**src/sv/pos_pkg.sv**
```systemverilog
// Shared types and constants for the polyline offset strip block.
package pos_pkg;

    localparam int CoordW = 32;
    localparam int UnitW  = 16;

    localparam logic [1:0] RegNormalOffset  = 2'd0;
    localparam logic [1:0] RegHalfThickness = 2'd1;
    localparam logic [1:0] RegMinLength     = 2'd2;

    // One segment as handed from the front to the back part.
    typedef struct packed {
        logic signed [CoordW-1:0] x0;
        logic signed [CoordW-1:0] y0;
        logic signed [CoordW-1:0] x1;
        logic signed [CoordW-1:0] y1;
    } seg_t;

endpackage

```
**src/sv/pos_front.sv**
```systemverilog
// Front part: holds the previous point and forms segments.
module pos_front
    import pos_pkg::*;
(
    input  logic                     clk,
    input  logic                     rst_n,
    input  logic                     in_valid,
    output logic                     in_ready,
    input  logic signed [CoordW-1:0] px,
    input  logic signed [CoordW-1:0] py,
    input  logic                     starts_line,
    output logic                     seg_valid,
    input  logic                     seg_ready,
    output seg_t                     seg
);

    logic signed [CoordW-1:0] last_x_reg, last_y_reg;
    logic                     have_last_reg;
    logic                     full_reg;
    logic                     full_next;
    seg_t                     seg_reg;
    logic                     acc;
    logic                     seg_fire;

    assign in_ready  = !full_reg || seg_ready;
    assign acc       = in_valid && in_ready;
    assign seg_valid = full_reg;
    assign seg       = seg_reg;

    // a point that closes a segment refills the slot as the old one leaves
    assign seg_fire  = acc && !starts_line && have_last_reg;
    assign full_next = seg_fire || (full_reg && !seg_ready);

    always_ff @(posedge clk or negedge rst_n)
    begin
        if (!rst_n)
        begin
            last_x_reg    <= '0;
            last_y_reg    <= '0;
            have_last_reg <= 1'b0;
            full_reg      <= 1'b0;
            seg_reg       <= '0;
        end
        else
        begin
            full_reg <= full_next;
            if (acc)
            begin
                last_x_reg    <= px;
                last_y_reg    <= py;
                have_last_reg <= 1'b1;
            end
            if (seg_fire)
                seg_reg <= '{x0: last_x_reg, y0: last_y_reg, x1: px, y1: py};
        end
    end

endmodule

```
**config.mk**
```make
export PLATFORM = sky130hd
export DESIGN_NAME = pos_front
export DESIGN_NICKNAME = d
export VERILOG_FILES = /design/src/sv/pos_pkg.sv /design/src/sv/pos_front.sv
export SDC_FILE = /design/constraint.sdc
export NUM_CORES = 1
export LEC_CHECK = 0
export BUFFER_PORTS_ARGS = -buffer_cell sky130_fd_sc_hd__buf_4
export CORE_MARGIN = 2
export CORE_UTILIZATION = 56
export CTS_CLUSTER_DIAMETER = 120
export DETAILED_ROUTE_END_ITERATION = 10
export PLACE_DENSITY_LB_ADDON = 0.25
export SETUP_SLACK_MARGIN = 0.15
export SYNTH_ARGS = -nofsm -noshare
export SYNTH_HDL_FRONTEND = slang
export SYNTH_SLANG_ARGS = --single-unit
```
**constraint.sdc**
```tcl
create_clock -name clk -period 4 [get_ports clk]
set_clock_uncertainty 0.15 [all_clocks]
set_input_delay 0 -clock clk [delete_from_list [all_inputs] [get_ports clk]]
set_output_delay 0 -clock clk [all_outputs]
set_load 0.005 [all_outputs]
```
Word-level counts from Yosys, hierarchy flattened
Index checks and enable logic that the tools add are counted.

operators by class
  reduce and logical (&&, ||, !) cells = 9

operator list
  kind               count
  $logic_and 1x1->1  4
  $logic_not 1->1    3
  $logic_or 1x1->1   2

word-level totals
  register bits = 194
  output and inout bits = 130
  logic and storage cells = 17

Longest topological paths before layout
  depth after elaboration = 6
  mapped depth = 5

Least setup slack after synthesis
OpenSTA, ideal clock, no wires.

  kind = reg2reg
  start point = register full_reg, in the netlist seg_valid
  end point = register seg_reg (netlist bit seg[108])
  library setup time = 125 ps
  arrival = 1,220 ps
  required time = 3,725 ps
  setup slack = 2,505 ps
  stages on the path, launching flop included = 6
  path buffers = 2
  clock period less this slack = 1,495 ps
  cells stage by stage = dfrtp_1 > nand2b_4 > nand4b_4 > buf_6 > clkbuf_8 > mux2_2

on the way
  word-level cells in the longest chain between the ends = 5

RTL lines
  item                            line             source
  from (decl)                     pos_front.sv:19  logic full_reg;
  from (signal assigned)          pos_front.sv:46  full_reg <= full_next;
  $logic_not 1->1                 pos_front.sv:25  assign in_ready = !full_reg || seg_ready;
  $logic_or 1x1->1                pos_front.sv:25
  net in_ready                    pos_front.sv:8   output logic in_ready,
  $logic_and 1x1->1               pos_front.sv:26  assign acc = in_valid && in_ready;
  $logic_and 1x1->1 (2 in a row)  pos_front.sv:31  assign seg_fire = acc && !starts_line && have_last_reg;
  to (signal assigned)            pos_front.sv:54  seg_reg <= '{x0: last_x_reg, y0: last_y_reg, x1: px, y1: py};
  to (decl)                       pos_front.sv:21  seg_t seg_reg;

The timed path passes the listed nets, and every way through them passes these cells.
A chain may end at the register's enable or synchronous reset.

Worst setup path after layout
  start point = register full_reg, in the netlist seg_valid
  end point = register seg_reg (netlist bit seg[84])

on the way
  word-level cells in the longest chain between the ends = 5

RTL lines
  item                            line
  $logic_not 1->1                 pos_front.sv:25
  $logic_or 1x1->1                pos_front.sv:25
  $logic_and 1x1->1               pos_front.sv:26
  $logic_and 1x1->1 (2 in a row)  pos_front.sv:31

No other way between the ends.

==> impl_metrics.json <==
{
  "worstSkewPairLatency_ns": 0.42,
  "die_h_microns": 118.1,
  "rsz0062_at_grt": "no",
  "post-route-period-util_pct": 52.57,
  "avgRoutedWirePerCell_microns": 17.27,
  "max_cap_violations": 0,
  "ant_nets": 0,
  "setup_viol": 0,
  "outcome": "finished clean",
  "grt_antenna_before_repair": 0,
  "cts_resized": 0,
  "critPathLaunch": "seg_valid",
  "ios": 199,
  "timing.fmax_mhz": 475.5,
  "power_density_nw_per_um2": 538.4,
  "critical_path_class": "flip-flop to flip-flop",
  "largest_reg_flops": 128,
  "setup_ws_ns": 1.897,
  "min_period_ns": 2.103,
  "path_delay_family": "buffers and inverters",
  "drc": 0,
  "first_iter_violations": 202,
  "fin_area_sq_um": 10050,
  "fin_hold_ws_ns": 0.08162,
  "synthCells": 412,
  "slowest_delay_ns": 0.80,
  "nNetsFinal": 747,
  "grt-ovfl-total": 0,
  "row_count": 41,
  "placed_area_sq_um": 8818,
  "min_path_type": "input pin to asynchronous set/reset pin",
  "worstRegToRegCells": 4,
  "vias": 4350,
  "cts_buffer_depth": 2,
  "synth_cell_types": 10,
  "synth_top_area_share_pct": 66.56,
  "syn_nets": 481,
  "maxSlewViolCount": 0,
  "core_area_sq_um": 12670,
  "ff2ff_setup_slack_ns": 1.90,
  "hold_viol_final": 0,
  "critical_path.max_fanout": 78,
  "synth_most_common_cell": "dfrtp_1",
  "synth_edf_count": 0,
  "synth_flop_cell": "dfrtp_1",
  "end_kind": "flip-flop",
  "ys_seq_area_share_pct": 66.56,
  "syn_to_final_growth_pct": 37.85,
  "clock-sinks": 194,
  "cts_tree": "built",
  "grt_pass1_wl_mm": 23.99,
  "ir_drop_mv": 0.3057,
  "pre_cts_slack_ns": 1.910,
  "syn-cell-area_sq_um": 7293,
  "synth.avg_cell_area_sq_um": 17.70,
  "worstMarginPinSlew_ns": 1.021,
  "synth_commonest_cells": "dfrtp_1, mux2_2, buf_6",
  "hpwl_mm": 9.388,
  "antenna-diode-count": 0,
  "cts_hold_buf": 66,
  "cts_root_buf": "clkbuf_16",
  "synth_seq_cells": 194,
  "startpoint_type": "flip-flop",
  "critical_path_buf_inv_count": 1,
  "timing.rr.start": "seg_valid",
  "synth.top_cells.by_area": "dfrtp_1, mux2_2, buf_6",
  "arrival_ns": 2.25,
  "setup_tns_ns": 0,
  "place.gp.congestion": 0.7415,
  "viasPerCell": 5.046,
  "r2r-end": "seg[84]",
  "track_usage_pct": 22.02,
  "cts-buffers-inserted": 17,
  "yosys.area.top_type": "dfrtp_1",
  "fp.dieW_microns": 118.1,
  "p_leak_nw": 4.635,
  "cts_setup_buffers": 0,
  "initial_core_util_pct": 57.56,
  "first_pass_iters": 4,
  "required_ns": 4.14,
  "synth-async-reset-ratio_pct": 100.0,
  "slowest_stage": "buf_4",
  "clk_pin_slew_ns": 0.07,
  "die_area_sq_um": 13950,
  "grt_pass1_vias": 4658,
  "cp_cell_sequence": "nand2b_4 > nand4b_4 > buf_4 > mux2_2",
  "htreeDepth": 4,
  "wl_mm": 14.89,
  "yosysWarnings": 0,
  "grt_max_degree": 100,
  "io_buffer_count": 198,
  "layout-drive-gt1-share_pct": 61.30,
  "slew_headroom_pct": 31.94
}
-- routing by layer --
metal | vias up | GRT usage (%) | part of all wire (%)
li1 | 1986 | - | -
met1 | 2197 | 27.39 | 42
met2 | 144 | 36.27 | 50
met3 | 23 | 7.074 | 6.7
met4 | 0 | 7.982 | 1.8
met5 | - | 0 | 0
-- layout by cell type (no fill, tap or decap) --
master | Yosys | routed
nand2b_4 | 1 | 1
nand2_2 | 0 | 1
dlygate4sd3_1 | 0 | 66
clkbuf_16 | 0 | 17
buf_12 | 0 | 1
nand2b_1 | 1 | 1
buf_6 | 16 | 1
buf_4 | 1 | 200
nand2_1 | 2 | 1
clkbuf_8 | 2 | 4
bufinv_16 | 0 | 2
mux2_2 | 192 | 192
clkinv_2 | 0 | 3
dfrtp_1 | 194 | 194
nand4b_4 | 1 | 1
clkbuf_1 | 0 | 5
-- worst max-delay path by stage --
stage	cells after the start	slack, ns	endpoint
3_5_place_dp	4	1.91	seg[14]
4_1_cts	4	1.89	seg[84]
3_3_place_gp	4	1.99	seg[17]
2_1_floorplan	5	2.51	seg[108]
6_report	4	1.90	seg[84]
5_1_grt	4	1.79	seg[50]
-- layout make-up --
class / count / area, sq um
timing repair buffer: 268 / 2193
sequential: 194 / 4855
clock buffer: 26 / 499.2
fill: 701 / 2618
clock inverter: 5 / 75.07
multi-input combinational: 197 / 2216
tap: 172 / 215.2
-- where the power goes --
| part | leakage [nW] | internal, mW | switching [mW] |
|---|---|---|---|
| logic | 2.08 | 0.780 | 0.412 |
| registers | 2.27 | 2.36 | 0.215 |
| clock network | 0.284 | 0.982 | 0.658 |
-- through the flow --
| stage | total power [mW] | instances | utilization (%) |
|---|---|---|---|
| finish | 5.413 | 862 | 79.34 |
| global route | 5.662 | 862 | 79.34 |
| CTS | 5.460 | 862 | 79.34 |
| detailed placement | 3.754 | 765 | 69.60 |
| global placement | 3.685 | 765 | 69.60 |
| floorplan | 3.049 | 412 | - |
-- cell families after synthesis --
| family | synth area share, % |
|---|---|
| buffers and inverters | 3.088 |
| DFF | 66.56 |
| muxes | 29.64 |
| and+or+nand+nor | 0.7034 |
-- worst reg2reg max path: stages, from the launching register on --
cell	delay, ns
dfrtp_1	0.39
nand2b_4	0.09
nand4b_4	0.10
buf_4	0.80
mux2_2	0.46
No activity file was read; power rests on OpenSTA's default activity.
